[config.mk]
export PLATFORM = sky130hd
export DESIGN_NAME = pdcb_mac_lane
export DESIGN_NICKNAME = d
export VERILOG_FILES = /design/src/hw/rtl/pdcb_pkg.sv /design/src/hw/rtl/pdcb_mac_lane.sv
export SDC_FILE = /design/constraint.sdc
export NUM_CORES = 1
export LEC_CHECK = 0
export ABC_AREA = 0
export ABC_CLOCK_PERIOD_IN_PS = 10200
export BUFFER_PORTS_ARGS = -buffer_cell sky130_fd_sc_hd__buf_4
export CAP_MARGIN = 5
export CORE_ASPECT_RATIO = 0.5
export CORE_MARGIN = 2
export CORE_UTILIZATION = 64
export DETAILED_ROUTE_END_ITERATION = 8
export GPL_TIMING_DRIVEN = 1
export MAX_ROUTING_LAYER = met4
export PLACE_DENSITY = 0.87
export SLEW_MARGIN = 5
export SYNTH_ARGS = -nofsm -noshare
export SYNTH_HDL_FRONTEND = slang
export SYNTH_SLANG_ARGS = --single-unit
[constraint.sdc]
create_clock -name clk -period 10.2 [get_ports clk]
set_clock_uncertainty 0.2 [all_clocks]
set_input_delay 2.55 -clock clk [delete_from_list [all_inputs] [get_ports clk]]
set_output_delay 2.55 -clock clk [all_outputs]
set_load 0.02 [all_outputs]
[src/hw/rtl/pdcb_pkg.sv]
// shared types and constants for the polyphase decimator correlator bank
package pdcb_pkg;

  localparam int TAPS_PER_PHASE_D = 16;
  localparam int CODE_LEN_D       = 32;
  localparam int NUM_CODE_WORDS_D = 4;
  localparam int SAMPLE_BITS_D    = 16;
  localparam int FRAC_BITS_D      = 15;

  localparam int FIELD_BITS = 16;
  localparam int MAX_BITS   = 15;
  localparam int ACC_BITS   = 64;

  typedef enum logic [1:0] {
    OP_SAMPLE   = 2'd0,
    OP_EVEN_TAP = 2'd1,
    OP_ODD_TAP  = 2'd2,
    OP_CODE     = 2'd3
  } op_t;

  typedef enum logic [2:0] {
    ST_IDLE,
    ST_FIR,
    ST_FIR_SUM,
    ST_CORR,
    ST_CORR_SUM,
    ST_EMIT
  } state_t;

  typedef struct packed {
    logic clear;
    logic shift;
    logic step;
  } lane_ctl_t;

  // floor shift and saturation to a signed sample of sb bits
  function automatic logic signed [ACC_BITS-1:0] scale_sat(
    input logic signed [ACC_BITS-1:0] v, input int fb, input int sb);
    logic signed [ACC_BITS-1:0] r;
    logic signed [ACC_BITS-1:0] hi;
    logic signed [ACC_BITS-1:0] lo;
    r  = v >>> fb;
    hi = (ACC_BITS'(1) <<< (sb - 1)) - ACC_BITS'(1);
    lo = -hi - ACC_BITS'(1);
    if (r > hi) begin
      return hi;
    end
    if (r < lo) begin
      return lo;
    end
    return r;
  endfunction

  // 64-bit saturating add
  function automatic logic signed [ACC_BITS-1:0] sat_add(
    input logic signed [ACC_BITS-1:0] a, input logic signed [ACC_BITS-1:0] b);
    logic signed [ACC_BITS-1:0] s;
    s = a + b;
    if (!a[ACC_BITS-1] && !b[ACC_BITS-1] && s[ACC_BITS-1]) begin
      return {1'b0, {(ACC_BITS-1){1'b1}}};
    end
    if (a[ACC_BITS-1] && b[ACC_BITS-1] && !s[ACC_BITS-1]) begin
      return {1'b1, {(ACC_BITS-1){1'b0}}};
    end
    return s;
  endfunction

endpackage

[src/hw/rtl/pdcb_mac_lane.sv]
// one multiply-accumulate lane: product register then saturating accumulate
module pdcb_mac_lane import pdcb_pkg::*; #(
  parameter int SAMPLE_BITS = SAMPLE_BITS_D
) (
  input  logic                          clk,
  input  lane_ctl_t                     ctl,
  input  logic                          prod_en,
  input  logic signed [SAMPLE_BITS-1:0] a,
  input  logic signed [FIELD_BITS-1:0]  b,
  output logic signed [ACC_BITS-1:0]    acc
);
  logic signed [SAMPLE_BITS+FIELD_BITS-1:0] prod_w;
  logic signed [ACC_BITS-1:0] prod_r;
  logic signed [ACC_BITS-1:0] acc_r;
  logic                       pv_r;

  // product at its natural width, sign-extended into the accumulator
  assign prod_w = a * b;

  always_ff @(posedge clk) begin
    prod_r <= ACC_BITS'(prod_w);
    pv_r   <= prod_en;
    if (ctl.clear) begin
      acc_r <= '0;
    end else if (pv_r) begin
      acc_r <= sat_add(acc_r, prod_r);
    end
  end

  assign acc = acc_r;
endmodule

# [Word-level counts from Yosys, hierarchy flattened]
# Index checks and enable logic that the tools add are counted.
[classes] addsub=1 mul=1 mux=11 n_reduce_logical=7
[ops] operator="2-to-1 mux 64 bit" n=4
[ops] operator="adder 64 x 32 -> 64 bit" n=1
[ops] operator="multiplier 16 x 16 -> 32 bit" n=1
[ops] operator="2-to-1 mux 1 bit" n=7
[ops] operator="logical AND 1 bit" n=4
[ops] operator="zero test 1 bit" n=3
[totals] regBits=97 out_inout_bits=64 wordCells=23

# [Logic depth before layout (Yosys ltp)]
[depth] ltp_word=11 mapped_depth=26

# [Worst setup path before layout]
# No wires, ideal clock.
[synth_path] path_type="input port to flip-flop" from="input port a[7]" to="register prod_r[29]" setup_time_ps=72 arrival_time_ps=8056 t_required_ps=9928 slack_ps=1872 path_stages=24 path_buffers=1 cell_sequence="clkbuf_1 nand2_1 fa_1 inv_1 fa_1 inv_1 fa_1 inv_1 fa_1 fa_1 inv_1 fa_1 inv_1 ha_1 a21o_1 a21oi_1 o21ai_0 a221oi_1 o21ai_0 a21o_1 a31o_2 a21o_1 a21oi_1 xnor2_1"
[synth_via] elab_chain_len=1
[synth_rtl] element="start: declaration" line="pdcb_mac_lane.sv:8" rtl="input logic signed [SAMPLE_BITS-1:0] a,"
[synth_rtl] element="multiplier 16 x 16 -> 32 bit" line="pdcb_mac_lane.sv:18" rtl="assign prod_w = a * b;"
[synth_rtl] element="named net prod_w[29]" line="pdcb_mac_lane.sv:12" rtl="logic signed [SAMPLE_BITS+FIELD_BITS-1:0] prod_w;"
[synth_rtl] element="end signal: assignment" line="pdcb_mac_lane.sv:21" rtl="prod_r <= ACC_BITS'(prod_w);"
[synth_rtl] element="end: declaration" line="pdcb_mac_lane.sv:13" rtl="logic signed [ACC_BITS-1:0] prod_r;"
# The timed path passes the listed nets, and every way through them passes these cells.
# A chain may end at the register's enable or synchronous reset.

# [Worst setup path after layout]
[layout_path] from="input port a[7]" to="register prod_r[31] (netlist name)"
[layout_via] elab_chain_len=1
[layout_rtl] element="multiplier 16 x 16 -> 32 bit" line="pdcb_mac_lane.sv:18"
[layout_rtl] element="named net prod_w[31]" line="pdcb_mac_lane.sv:12"
# The timed path passes the listed nets, and every way through them passes these cells.

==> results.toml <==
[status]
outcome = "complete, no violations"

[critical_path]
cp-end-kind = "register"
crit_start = "a[7]"
crit_arrival_ps = 8650
critPathKind = "primary input to register"
r2r-start = "acc[1]$_SDFFE_PP0P_"
startpoint_type = "primary input"
rr_worst_depth = 17
required_ps = 10210
worstPathMaxFanout = 16

[detailed_routing]
drtIter0Drc = 920
ant_nets = 0
avgViaCountPerCell = 5.89
routed_wl_um = 41400
num_vias = 13487
drc_errors = 0
dr.pass1.iters = 5
wire_per_inst_um = 18.1

[clocking]
clk_pin_slew_worst_paths_ps = 70
cts_sinks = 97
htree_levels = 3
insertion_delay_ps = 360
post-cts-setup-buffers = 0
clockRootBuffer = "clkbuf_16"
cts-resized-gates = 0
cts_inserted_buffers = 9
clock_path_buffers = 2
cts_tree = "built"
ctsHoldBuffers = 0

[floorplan]
rows = 41
die-area_um2 = 27000
floorplan.initialDensity_pct = 65.2
die_w_um = 230
coreArea_um2 = 25200
fp.dieH_um = 117
pin_count = 101

[synth]
synthDistinctLibCells = 76
ys_ff_latch = 97
synth_top_flop_cell = "dfxtp_1"
synth_edf_count = 0
synth_area_leaders = "fa_1, dfxtp_1, ha_1"
syn_nets = 2347
synth-seq-area-share_pct = 11.8
synthArstFlopShare_pct = 0
synth_top_cell_by_area = "fa_1"
syn_area_um2 = 16400
synth.avg_cell_area_um2 = 8.64
synth-warning-count = 0
synth_most_common_cell = "inv_1"
syn_inst = 1899
ys_top_cells_by_count = "inv_1, fa_1, nand2_1, a21oi_1, ha_1"
synth_top_area_share_pct = 32.2

[layout]
multi_input_area_um2 = 12900
n_antenna_cell = 0
final_layout_size_suffix_gt1_share_pct = 7.76
synthToLayoutAreaGrowth_pct = 6.86
stdcell_count = 2289
seqCellArea_um2 = 1940
nets = 2388
fillers = 1935

[timing]
max_slew_margin_pct = 32.0
grt_setup_unrepaired = "false"
tns_ps = 0
drv_slew = 0
worstMarginPinSlew_ps = 1020
final_hold_viol_count = 0
setup_viol = 0
period_share_pct = 84.7
fmax_ghz = 0.116
hold_ws_ps = 301
min_period_ps = 8640

[global_route]
grt_pass1_vias = 14039
antenna_found_initial = 0
overflow = 0
grt.total_usage_pct = 33.0
grt_max_degree = 71
grt_pass1_wl_um = 68500

[place]
port_buffers = 98
dp_hpwl_um = 32400
post-place-cells = 2273
gp_congestion = 0.954

[worst_hold_path]
hp-start = "acc[4]$_SDFFE_PP0P_"
worstHoldPathCells = 2
worst_hold_path_type = "register to register"

[job]
max_cap_viol_count = 0
[metrics by stage]
stage | area [um^2] | setup slack (ps) | utilization, %
final | 17500 | 1560 | 69.6
after global placement | 17300 | 1330 | 68.5
after detailed placement | 17300 | 1250 | 68.5
after global routing | 17500 | 1350 | 69.6
after floorplan | 16400 | 1870 | -
after CTS | 17500 | 1610 | 69.6
[flip-flops by register name, summed over array words and instances, names as in the netlist]
signal,flops
acc,64
pv_r,1
prod_r,32
[worst paths after layout]
check | endpoint | slack (ps)
worst max-delay path | prod_r[31]$_DFF_P_ | 1560
worst min-delay path | acc[4]$_SDFFE_PP0P_ | 300
worst max register to register | acc[53]$_SDFFE_PP0P_ | 4400
worst min register to register | acc[4]$_SDFFE_PP0P_ | 300
[area by class of cell]
cell class / count / share of cell area, %
clock buffers: 9 / 1.28
clock inverters: 7 / 0.364
inverters: 327 / 7.00
multi-input cells: 1401 / 73.4
flip-flops and latches: 97 / 11.1
well taps: 344 / 2.45
repair buffers: 104 / 4.45
[routing by layer]
metal  routed length [um]  share of wire [%]  track usage [%]
met1                17100                 41             39.9
met2                20300                 49             57.3
met3                 2760                6.7             4.63
met4                 1190                2.9             12.6
met5                    0                  0                -
[critical path, stage by stage]
cell	delay, ps
buf_4	220
nand2_1	120
fa_1	540
inv_1	60
fa_1	500
inv_1	60
fa_1	530
inv_1	50
fa_1	450
fa_1	490
inv_1	50
fa_1	490
inv_1	50
ha_1	350
a21o_1	180
a21oi_1	170
o21ai_0	130
a221oi_1	370
o21ai_0	130
a21o_1	230
a31o_2	300
nand4_1	90
nand3b_1	70
a21oi_1	210
xnor2_1	260
[cell usage in the layout (no fill, tap or decap), types with 81 or more instances in the layout]
master / Yosys / final
fa_1: 264 / 264
nor2_1: 85 / 85
inv_1: 327 / 327
and2_1: 123 / 123
nand2_1: 180 / 180
ha_1: 147 / 147
a21oi_1: 149 / 149
buf_4: 0 / 104
dfxtp_1: 97 / 96
o21ai_0: 81 / 81
[cells by family (layout without fill, tap and decap cells)]
family                     Yosys count  after routing  synth area share, %
buffers and inverters              401            447                 9.78
and+or+nand+nor                    516            516                 15.3
muxes                                4              4                0.244
DFF                                 97             97                 11.8
xor gates and xnor gates            94             94                 5.02
adders and majority gates          411            411                 43.4
AOI/OAI and AO/OA                  376            376                 14.4
Power is left out: the tool's default activity adds up to more than one toggle a clock period on the data nets, which glitch-free logic cannot reach.
