--- src/hw/rtl/pdcb_pkg.sv ---
// shared types and constants for the polyphase decimator correlator bank
package pdcb_pkg;

  localparam int TAPS_PER_PHASE_D = 16;
  localparam int CODE_LEN_D       = 32;
  localparam int NUM_CODE_WORDS_D = 4;
  localparam int SAMPLE_BITS_D    = 16;
  localparam int FRAC_BITS_D      = 15;

  localparam int FIELD_BITS = 16;
  localparam int MAX_BITS   = 15;
  localparam int ACC_BITS   = 64;

  typedef enum logic [1:0] {
    OP_SAMPLE   = 2'd0,
    OP_EVEN_TAP = 2'd1,
    OP_ODD_TAP  = 2'd2,
    OP_CODE     = 2'd3
  } op_t;

  typedef enum logic [2:0] {
    ST_IDLE,
    ST_FIR,
    ST_FIR_SUM,
    ST_CORR,
    ST_CORR_SUM,
    ST_EMIT
  } state_t;

  typedef struct packed {
    logic clear;
    logic shift;
    logic step;
  } lane_ctl_t;

  // floor shift and saturation to a signed sample of sb bits
  function automatic logic signed [ACC_BITS-1:0] scale_sat(
    input logic signed [ACC_BITS-1:0] v, input int fb, input int sb);
    logic signed [ACC_BITS-1:0] r;
    logic signed [ACC_BITS-1:0] hi;
    logic signed [ACC_BITS-1:0] lo;
    r  = v >>> fb;
    hi = (ACC_BITS'(1) <<< (sb - 1)) - ACC_BITS'(1);
    lo = -hi - ACC_BITS'(1);
    if (r > hi) begin
      return hi;
    end
    if (r < lo) begin
      return lo;
    end
    return r;
  endfunction

  // 64-bit saturating add
  function automatic logic signed [ACC_BITS-1:0] sat_add(
    input logic signed [ACC_BITS-1:0] a, input logic signed [ACC_BITS-1:0] b);
    logic signed [ACC_BITS-1:0] s;
    s = a + b;
    if (!a[ACC_BITS-1] && !b[ACC_BITS-1] && s[ACC_BITS-1]) begin
      return {1'b0, {(ACC_BITS-1){1'b1}}};
    end
    if (a[ACC_BITS-1] && b[ACC_BITS-1] && !s[ACC_BITS-1]) begin
      return {1'b1, {(ACC_BITS-1){1'b0}}};
    end
    return s;
  endfunction

endpackage

--- src/hw/rtl/pdcb_max_merge.sv ---
// per-code running maxima, cleared on frame start
module pdcb_max_merge import pdcb_pkg::*; #(
  parameter int NUM_CODE_WORDS = NUM_CODE_WORDS_D,
  parameter int SAMPLE_BITS    = SAMPLE_BITS_D,
  parameter int FRAC_BITS      = FRAC_BITS_D
) (
  input  logic                        clk,
  input  logic                        rst_n,
  input  logic                        clear,
  input  logic                        update,
  input  logic signed [ACC_BITS-1:0]  acc [NUM_CODE_WORDS],
  output logic [MAX_BITS-1:0]         best [NUM_CODE_WORDS]
);
  logic [MAX_BITS-1:0] best_r [NUM_CODE_WORDS];

  always_ff @(posedge clk) begin
    for (int c = 0; c < NUM_CODE_WORDS; c++) begin
      logic signed [ACC_BITS-1:0] y;
      y = scale_sat(acc[c], FRAC_BITS, SAMPLE_BITS);
      if (!rst_n || clear) begin
        best_r[c] <= '0;
      end else if (update && y > $signed({1'b0, best_r[c]})) begin
        best_r[c] <= (y > 64'sd32767) ? {MAX_BITS{1'b1}} : y[MAX_BITS-1:0];
      end
    end
  end

  assign best = best_r;
endmodule

--- config.mk ---
export PLATFORM = sky130hd
export DESIGN_NAME = pdcb_max_merge
export DESIGN_NICKNAME = d
export VERILOG_FILES = /design/src/hw/rtl/pdcb_pkg.sv /design/src/hw/rtl/pdcb_max_merge.sv
export SDC_FILE = /design/constraint.sdc
export NUM_CORES = 1
export LEC_CHECK = 0
export BUFFER_PORTS_ARGS = -buffer_cell sky130_fd_sc_hd__buf_2
export CAP_MARGIN = 40
export CORE_AREA = 5 5 122 124
export CTS_CLUSTER_SIZE = 20
export DETAILED_ROUTE_END_ITERATION = 12
export DIE_AREA = 0 0 127 129
export PLACE_DENSITY_LB_ADDON = 0.08
export SETUP_SLACK_MARGIN = 0.4
export SLEW_MARGIN = 0
export SYNTH_ARGS = -nofsm -noshare
export SYNTH_HDL_FRONTEND = slang
export SYNTH_SLANG_ARGS = --single-unit
--- constraint.sdc ---
create_clock -name clk -period 4.9 [get_ports clk]
set_input_delay 0.49 -clock clk [delete_from_list [all_inputs] [get_ports clk]]
set_output_delay 0.49 -clock clk [all_outputs]
set_load 0.02 [all_outputs]
# Word-level counts from Yosys, hierarchy flattened
# Index checks and enable logic that the tools add are counted.
# classes
n_lt_le_gt_ge,16
muxes,32
n_reduce_logical,6
# op_table
operator,count
two-way mux 64 bit,16
greater-than comparator 64 x 16 -> 1 bit,4
"greater-than comparator 64 x 16 -> 1 bit, second input constant",4
"greater-than comparator 49 x 16 -> 1 bit, second input constant",4
"< comparator 49 x 16 -> 1 bit, second input constant",4
two-way mux 15 bit,4
two-way mux 1 bit,12
logical AND 1 bit,4
logical NOT 1 bit,1
logical OR 1 bit,1
# word_totals
regBits,60
input_bits,260
output_inout_bits,60
elab_cells,58

# Depth between registers and ports, before layout
# Gate-level depths: netlist of run 1.
# logic_depth
word_depth,7
ltp_mapped,17
depth_no_buf,15

# Worst setup path after synthesis of run 1
# No wires, ideal clock.
# synth_path
path_kind,in2reg
start,input port acc[159] in the netlist's numbering
end,register best_r (netlist bit best[35])
setup_time_ns,0.119
t_arrival_ns,4.067
t_required_ns,4.781
slack_ns,0.714
cell_stages,16
n_path_buf,2
path_cell_list,nand4_1 or4_1 nor4_1 nand4_1 ha_1 clkbuf_1 nor2b_1 or2_2 ha_1 nand2_1 nor4_1 a21boi_0 o311a_1 nand3_1 clkbuf_1 o221a_2
# synth_between
elab_chain_cells,7
elab_cells_between_ends,12
# synth_rtl
element,line,source
start: declaration,pdcb_max_merge.sv:11,"input logic signed [ACC_BITS-1:0] acc [NUM_CODE_WORDS],"
< comparator 49 x 16 -> 1 bit,pdcb_pkg.sv:48,if (r < lo) begin
two-way mux 1 bit (2 in a row),pdcb_pkg.sv:48,
two-way mux 64 bit,pdcb_pkg.sv:51,return r;
two-way mux 64 bit *,pdcb_pkg.sv:48,
greater-than comparator 64 x 16 -> 1 bit (on tied branches),"pdcb_max_merge.sv:23, pdcb_max_merge.sv:22",
two-way mux 15 bit / logical AND 1 bit (equally long branches),"pdcb_max_merge.sv:23, pdcb_max_merge.sv:22",
end signal: indexed assignment,pdcb_max_merge.sv:23,best_r[c] <= (y > 64'sd32767) ? {MAX_BITS{1'b1}} : y[MAX_BITS-1:0];
end: declaration,pdcb_max_merge.sv:14,logic [MAX_BITS-1:0] best_r [NUM_CODE_WORDS];
# Every way passes the cells marked *; elsewhere a longest branch is shown, timed or not. The select of a mux whose other input is x is not followed.
# A chain may end at the register's enable or synchronous reset.

# Worst setup path after layout of run 1
# layout_path
start,input port acc[223] in the netlist's numbering
end,register best_r (netlist bit best[52])
# The elaborated chain is that of the path after synthesis.

==> flow_summary.toml, run 1 <==
[run_status]
outcome = "finished clean"

[logic_synthesis]
yosys_register_bits = 60
ys_seq_area_share_pct = 23.0
synth-edff-count = 0
avgSynthCellArea_um2 = 8.11
async_flop_share_pct = 0
ys.flop_type = "dfxtp_1"
synthesis.area_um2 = 5230
synth_nets = 969
ys_warn_count = 0
synth.distinct_cells = 51
postSynthCellCount = 645

[timing]
finalSetupViolCount = 0
setup-tns-final_ns = 0
fin_ws_ns = 0.691
finalMaxSlewViolations = 0
rsz0062_at_grt = "no"
finalCritPeriodShare_pct = 85.9
relSlewSlack_pct = 48.3
hold_violations = 0
clock-skew-final_ns = 0.00817
fmax_mhz = 238
fin_crit_ns = 4.21
tightest_slew_ns = 0.776

[setup_path]
crit_path_end_kind = "flip-flop"
start_kind = "primary input"
cp.arrival_ns = 4.43
cp_num_buf_inv = 1
r2r_slack_ns = 2.24
cp_common_cell = "nand4_1"
ff2ff_path_depth = 8
cp.required_ns = 5.12
cp_slowest_stage_delay_ns = 0.79
critPathTopFamily = "simple AND/OR/NAND/NOR gates"
r2r-end = "best[52]"
path_cells = "buf_2 -> nand4_1 -> or4_1 -> nor4_1 -> nand4_1 -> ha_2 -> o21ai_0 -> ha_1 -> nand4_1 -> or2_1 -> a21oi_1 -> o31ai_1 -> or4_1 -> o221a_2"
r2r-start = "best[55]"
critPathSlowestCell = "or4_1"
cp_max_fo = 17
crit_type = "primary input to flip-flop"

[routing]
vias_per_cell = 5.56
drtIter0Drc = 271
postRouteAntennaNets = 0
firstDrtPassIters = 5
drc_errors = 0
wire_per_inst_um = 15.9
vias = 6028
wl_um = 17200

[clock_tree]
cts_tree = "done"
clk_latency_ns = 0.33
postCtsHoldBufs = 0
clk_pin_slew_worst_paths_ns = 0.05
cts.sinks = 60
post_cts_buffers = 0
clockBufferDepth = 2
htree_levels = 3
clock-root-buffer = "clkbuf_16"
cts_resized = 0
cts_inserted_buffers = 9

[final_layout]
multiInputGateArea_um2 = 3480
areaGrowthSynthToFinish_pct = 35.7
seqCellArea_um2 = 1200
nets = 1224
antenna_cells = 0
num-fill-cells = 1372
layout-drive-gt1-share_pct = 41.1
largest_reg_flops = 60

[grt]
overflow = 0
antenna_found_initial = 0
grt_usage_pct = 20.0
grt_max_degree = 35
grt_pass1_vias = 5998
grt_pass1_wl_um = 27300

[floorplanning]
ios = 320
die_x_um = 127
fp.dieH_um = 129
start_util_pct = 38.3
core-area_um2 = 13700
placementRows = 43
fp.dieArea_um2 = 16400

[place]
pre_cts_ws_ns = 0.191
port_buffers = 259
gp_congestion = 0.971
hpwl_um = 13700

[hold_path]
hp-start = "best[18]"
hold_path_depth = 2
hold_class = "flip-flop to flip-flop"
holdPathEnd = "best[18]"

[run]
cap_viol_max_count = 0

[power_and_ir_drop]
power.density_nw_per_um2 = 248
power.leakage_nw = 3.26
vdd_drop_max_mv = 0.152
[worst reg2reg max path, cell delays in order, from the launching register on]
cell	delay (ns)
dfxtp_1	0.35
inv_1	0.07
ha_1	0.31
nand4_1	0.12
or2_1	0.26
a21oi_1	0.12
o31ai_1	0.13
or4_1	0.79
o221a_2	0.40
[cell type report]
cell class / instances / share of cell area (%)
Multi-Input combinational cell: 442 / 49.1
Tap cell: 180 / 3.17
Clock buffer: 12 / 3.61
Inverter: 115 / 6.08
Timing Repair Buffer: 272 / 19.8
Clock inverter: 4 / 1.34
Sequential cell: 60 / 16.9
[per-stage QoR]
step	utilization [%]	hold WS, ns	power [mW]	std cells	area [um2]
final	52.0	0.492	1.76	1085	7100
after global placement	49.0	0.477	0.992	1067	6690
after detailed placement	49.2	0.486	1.00	1069	6720
after floorplan	-	0.558	0.815	645	5230
after global routing	52.0	0.518	1.86	1085	7100
after CTS	51.7	0.495	1.78	1085	7070
[synth_stat cells (2+ instances only)]
| cell | number | share of area [%] |
|---|---|---|
| inv_1 | 114 | 8.2 |
| a21oi_1 | 65 | 6.2 |
| ha_1 | 64 | 15 |
| dfxtp_1 | 60 | 23 |
| nand4_1 | 51 | 6.1 |
| o221a_2 | 42 | 9.0 |
| nor4_1 | 35 | 4.2 |
| o21ai_0 | 33 | 3.2 |
| nor2b_1 | 21 | 2.5 |
| clkbuf_1 | 16 | 1.1 |
| or2_2 | 16 | 1.9 |
| a221oi_2 | 10 | 2.9 |
| nor2_1 | 9 | 0.65 |
| nand2_1 | 8 | 0.57 |
| a21o_1 | 7 | 1.0 |
| buf_2 | 7 | 0.67 |
| nand3_1 | 7 | 0.67 |
| o21a_1 | 6 | 0.86 |
| or4_1 | 6 | 0.86 |
| a221oi_1 | 5 | 0.84 |
| and4_1 | 5 | 0.84 |
| o31ai_1 | 5 | 0.72 |
| nor3_1 | 4 | 0.38 |
| o211ai_1 | 4 | 0.57 |
| o21ai_1 | 4 | 0.38 |
| a2111oi_0 | 3 | 0.50 |
| a21boi_0 | 3 | 0.43 |
| o221a_1 | 3 | 0.65 |
| o32a_1 | 3 | 0.57 |
| or3_1 | 3 | 0.36 |
| a21oi_2 | 2 | 0.33 |
| a31oi_1 | 2 | 0.24 |
| buf_6 | 2 | 0.43 |
| o41ai_2 | 2 | 0.62 |
| or2_1 | 2 | 0.24 |
[placed cells by master, fill, tap and decap left out, types with 4 or more instances in the layout]
master       n
o221a_2     42
a21o_1       7
nor2b_1     21
o31ai_1      4
dfxtp_1     60
inv_1      114
o21ai_1      4
a21oi_2      5
or4_1        5
nor2_1       9
o211ai_1     4
or2_2       16
buf_4       12
nand4_1     51
ha_1        61
a221oi_1     5
o21a_1       6
clkbuf_16    9
a221oi_2    10
buf_2      259
nand2_1      8
o21ai_0     33
and4_1       5
nand3_1      7
nor4_1      35
a21oi_1     62
[per-layer routing]
layer | GRT usage, % | vias up | part of all wire (%)
met2 | 35.1 | 228 | 49
met1 | 23.8 | 2795 | 42
met3 | 4.19 | 36 | 6.7
li1 | - | 2969 | -
met4 | 8.58 | 0 | 2.5
met5 | 0 | - | 0
[worst max-delay path by stage]
stage	start	end	slack [ns]	depth (start not counted)
detailed placement	acc[63]	best[1]	0.19	14
floorplan	acc[159]	best[35]	0.71	16
global route	acc[255]	best[45]	0.41	14
finish	acc[223]	best[52]	0.69	14
CTS	acc[63]	best[8]	0.55	14
global placement	acc[63]	best[4]	0.19	14
[kinds of logic after synthesis]
kind of cell | share of synthesized area, %
adders and majority gates | 15.3
DFF | 23.0
buffers and inverters | 11.1
and+or+nand+nor | 20.1
AOI/OAI and AO/OA | 30.5
[where the power goes]
part	switching (mW)	internal (mW)
logic	0.262	0.205
registers	0.0179	0.514
clock network	0.236	0.524
total	0.516	1.24
(Power assumes the default switching activity.)
==> run 2, diff against run 1 <==
- ABC_AREA: unset -> 1
- BUFFER_PORTS_ARGS: -buffer_cell sky130_fd_sc_hd__buf_2 -> -buffer_cell sky130_fd_sc_hd__clkbuf_2
- CORE_AREA: 5 5 122 124 -> unset
- CORE_MARGIN: unset -> 5
- CORE_UTILIZATION: unset -> 49
- DIE_AREA: 0 0 127 129 -> unset
==> flow_summary.toml, run 2 <==
[run_status]
outcome = "finished clean"

[logic_synthesis]
synth-edff-count = 0
synth_area_leaders = "nand2_1 18%, dfxtp_1 17%, ha_1 11%"
ys.flop_type = "dfxtp_1"
synthesis.area_um2 = 7000
synth_area_leader_cell = "nand2_1"
avgSynthCellArea_um2 = 5.65
synth_top_area_share_pct = 18.1
ys_warn_count = 0
yosys_register_bits = 60
ys_seq_area_share_pct = 17.2
async_flop_share_pct = 0
ys_top_cells_by_count = "337 x nand2_1, 199 x inv_1, 198 x nor2_1, 87 x nand3_1, 80 x a21oi_1"
synth_nets = 1562
postSynthCellCount = 1238
yosysMostFrequentCell = "nand2_1"
synth.distinct_cells = 34

[hold_path]
hold_class = "flip-flop to flip-flop"

[power_and_ir_drop]
pwr-share-clk_pct = 38.7
seq_power_share_pct = 29.8
power.total_mw = 1.79
power.density_nw_per_um2 = 206
p_int_mw = 1.20
power.leakage_nw = 4.64
pwr-share-comb_pct = 31.6
swShare_pct = 33.2
vdd_drop_max_mv = 0.161
power.switching_mw = 0.594

[setup_path]
cp.required_ns = 5.13
crit_type = "primary input to flip-flop"
cp.arrival_ns = 3.69
cp_max_fo = 18
crit_path_end_kind = "flip-flop"
start_kind = "primary input"

[clock_tree]
cts.sinks = 60
clk_latency_ns = 0.33
clockBufferDepth = 2
htree_levels = 3
post_cts_buffers = 0
postCtsHoldBufs = 0
clock-root-buffer = "clkbuf_16"
cts_inserted_buffers = 9
cts_tree = "done"
cts_resized = 0
clk_pin_slew_worst_paths_ns = 0.06

[timing]
fmax_mhz = 289
clock-skew-final_ns = 0.00742
fin_hold_ws_ns = 0.506
finalSetupViolCount = 0
finalMaxSlewViolations = 0
fin_crit_ns = 3.46
tightest_slew_ns = 0.670
rsz0062_at_grt = "no"
setup-tns-final_ns = 0
hold_violations = 0
relSlewSlack_pct = 55.3
fin_ws_ns = 1.44
finalCritPeriodShare_pct = 70.6

[place]
pre_cts_ws_ns = 1.06
port_buffers = 259
dpl.cell_count = 1636
gp_congestion = 0.860
hpwl_um = 15900
dpl-instance-area_um2 = 8390

[final_layout]
final_common_cell = "nand2_1"
stdcell_count = 1652
areaGrowthSynthToFinish_pct = 24.4
final_cell_mix = "337 x nand2_1, 259 x clkbuf_2, 199 x inv_1"
nets = 1791
antenna_cells = 0
final_core_util_pct = 62.5
finalInstanceArea_um2 = 8710
largest_reg_flops = 60
layout-drive-gt1-share_pct = 21.6

[routing]
wire_per_inst_um = 11.9
postRouteAntennaNets = 0
drtIter0Drc = 337
vias_per_cell = 4.93
firstDrtPassIters = 5
vias = 8152
drc_errors = 0
wl_um = 19600

[grt]
antenna_found_initial = 0
grt_pass1_vias = 7392
grt_max_degree = 40
overflow = 0
grt_pass1_wl_um = 32300
grt_usage_pct = 22.7

[run]
cap_viol_max_count = 0

[floorplanning]
fp.dieArea_um2 = 16800
fp.dieH_um = 130
core-area_um2 = 13900
start_util_pct = 50.2
placementRows = 43
ios = 320
die_x_um = 130
==> run 2: worst paths after layout <==
| path | start | endpoint | slack, ns | cells after the start |
|---|---|---|---|---|
| worst max-delay path | acc[246] | best[48] | 1.44 | 24 |
| worst min-delay path | best[1] | best[1] | 0.51 | 2 |
| worst max register to register | best[56] | best[48] | 2.59 | 18 |
| worst min register to register | best[1] | best[1] | 0.51 | 2 |
==> run 2: power groups by stage <==
stage	sequential [mW]	clock [mW]	combinational, mW
floorplan	0.567	0	0.343
global placement	0.542	0	0.548
detailed placement	0.543	0	0.565
CTS	0.533	0.708	0.568
global route	0.536	0.732	0.648
finish	0.533	0.693	0.565
==> run 2: cell families after synthesis <==
| kind of cell | share of synthesized area, % |
|---|---|
| simple gates | 44.4 |
| buf+inv | 15.5 |
| compound gates | 11.5 |
| fa+ha+maj | 11.4 |
| flops | 17.2 |
==> run 2: cell type report <==
type,count,area [um2]
clock buffer,11,243
clock inverter,5,75.1
fill,1430,5230
inverter,215,810
multi-input combinational,911,4740
sequential,60,1200
tap,180,225
timing repair buffer,270,1420
==> run 2: metal layers <==
metal	up-vias	wire length, um	global-route usage (%)
li1	4398	-	-
met1	3494	9240	30.6
met2	243	8920	39.1
met3	17	1290	3.22
met4	0	159	4.46
met5	-	0	0
==> run 2: worst max-delay path: stages <==
cell,delay [ns]
clkbuf_2,0.10
nand4_1,0.10
nor4_1,0.31
nand3_1,0.12
ha_1,0.31
inv_1,0.34
nand2_1,0.15
nand2_1,0.10
ha_1,0.26
nand2_1,0.09
inv_1,0.04
nand2_1,0.07
nor2_1,0.06
nand2_1,0.07
nand3_1,0.06
nand2_1,0.06
nand2_1,0.05
nand2_1,0.06
nand2_1,0.04
nand2_1,0.05
nand2_1,0.28
buf_8,0.28
a21oi_1,0.15
nor2_1,0.06
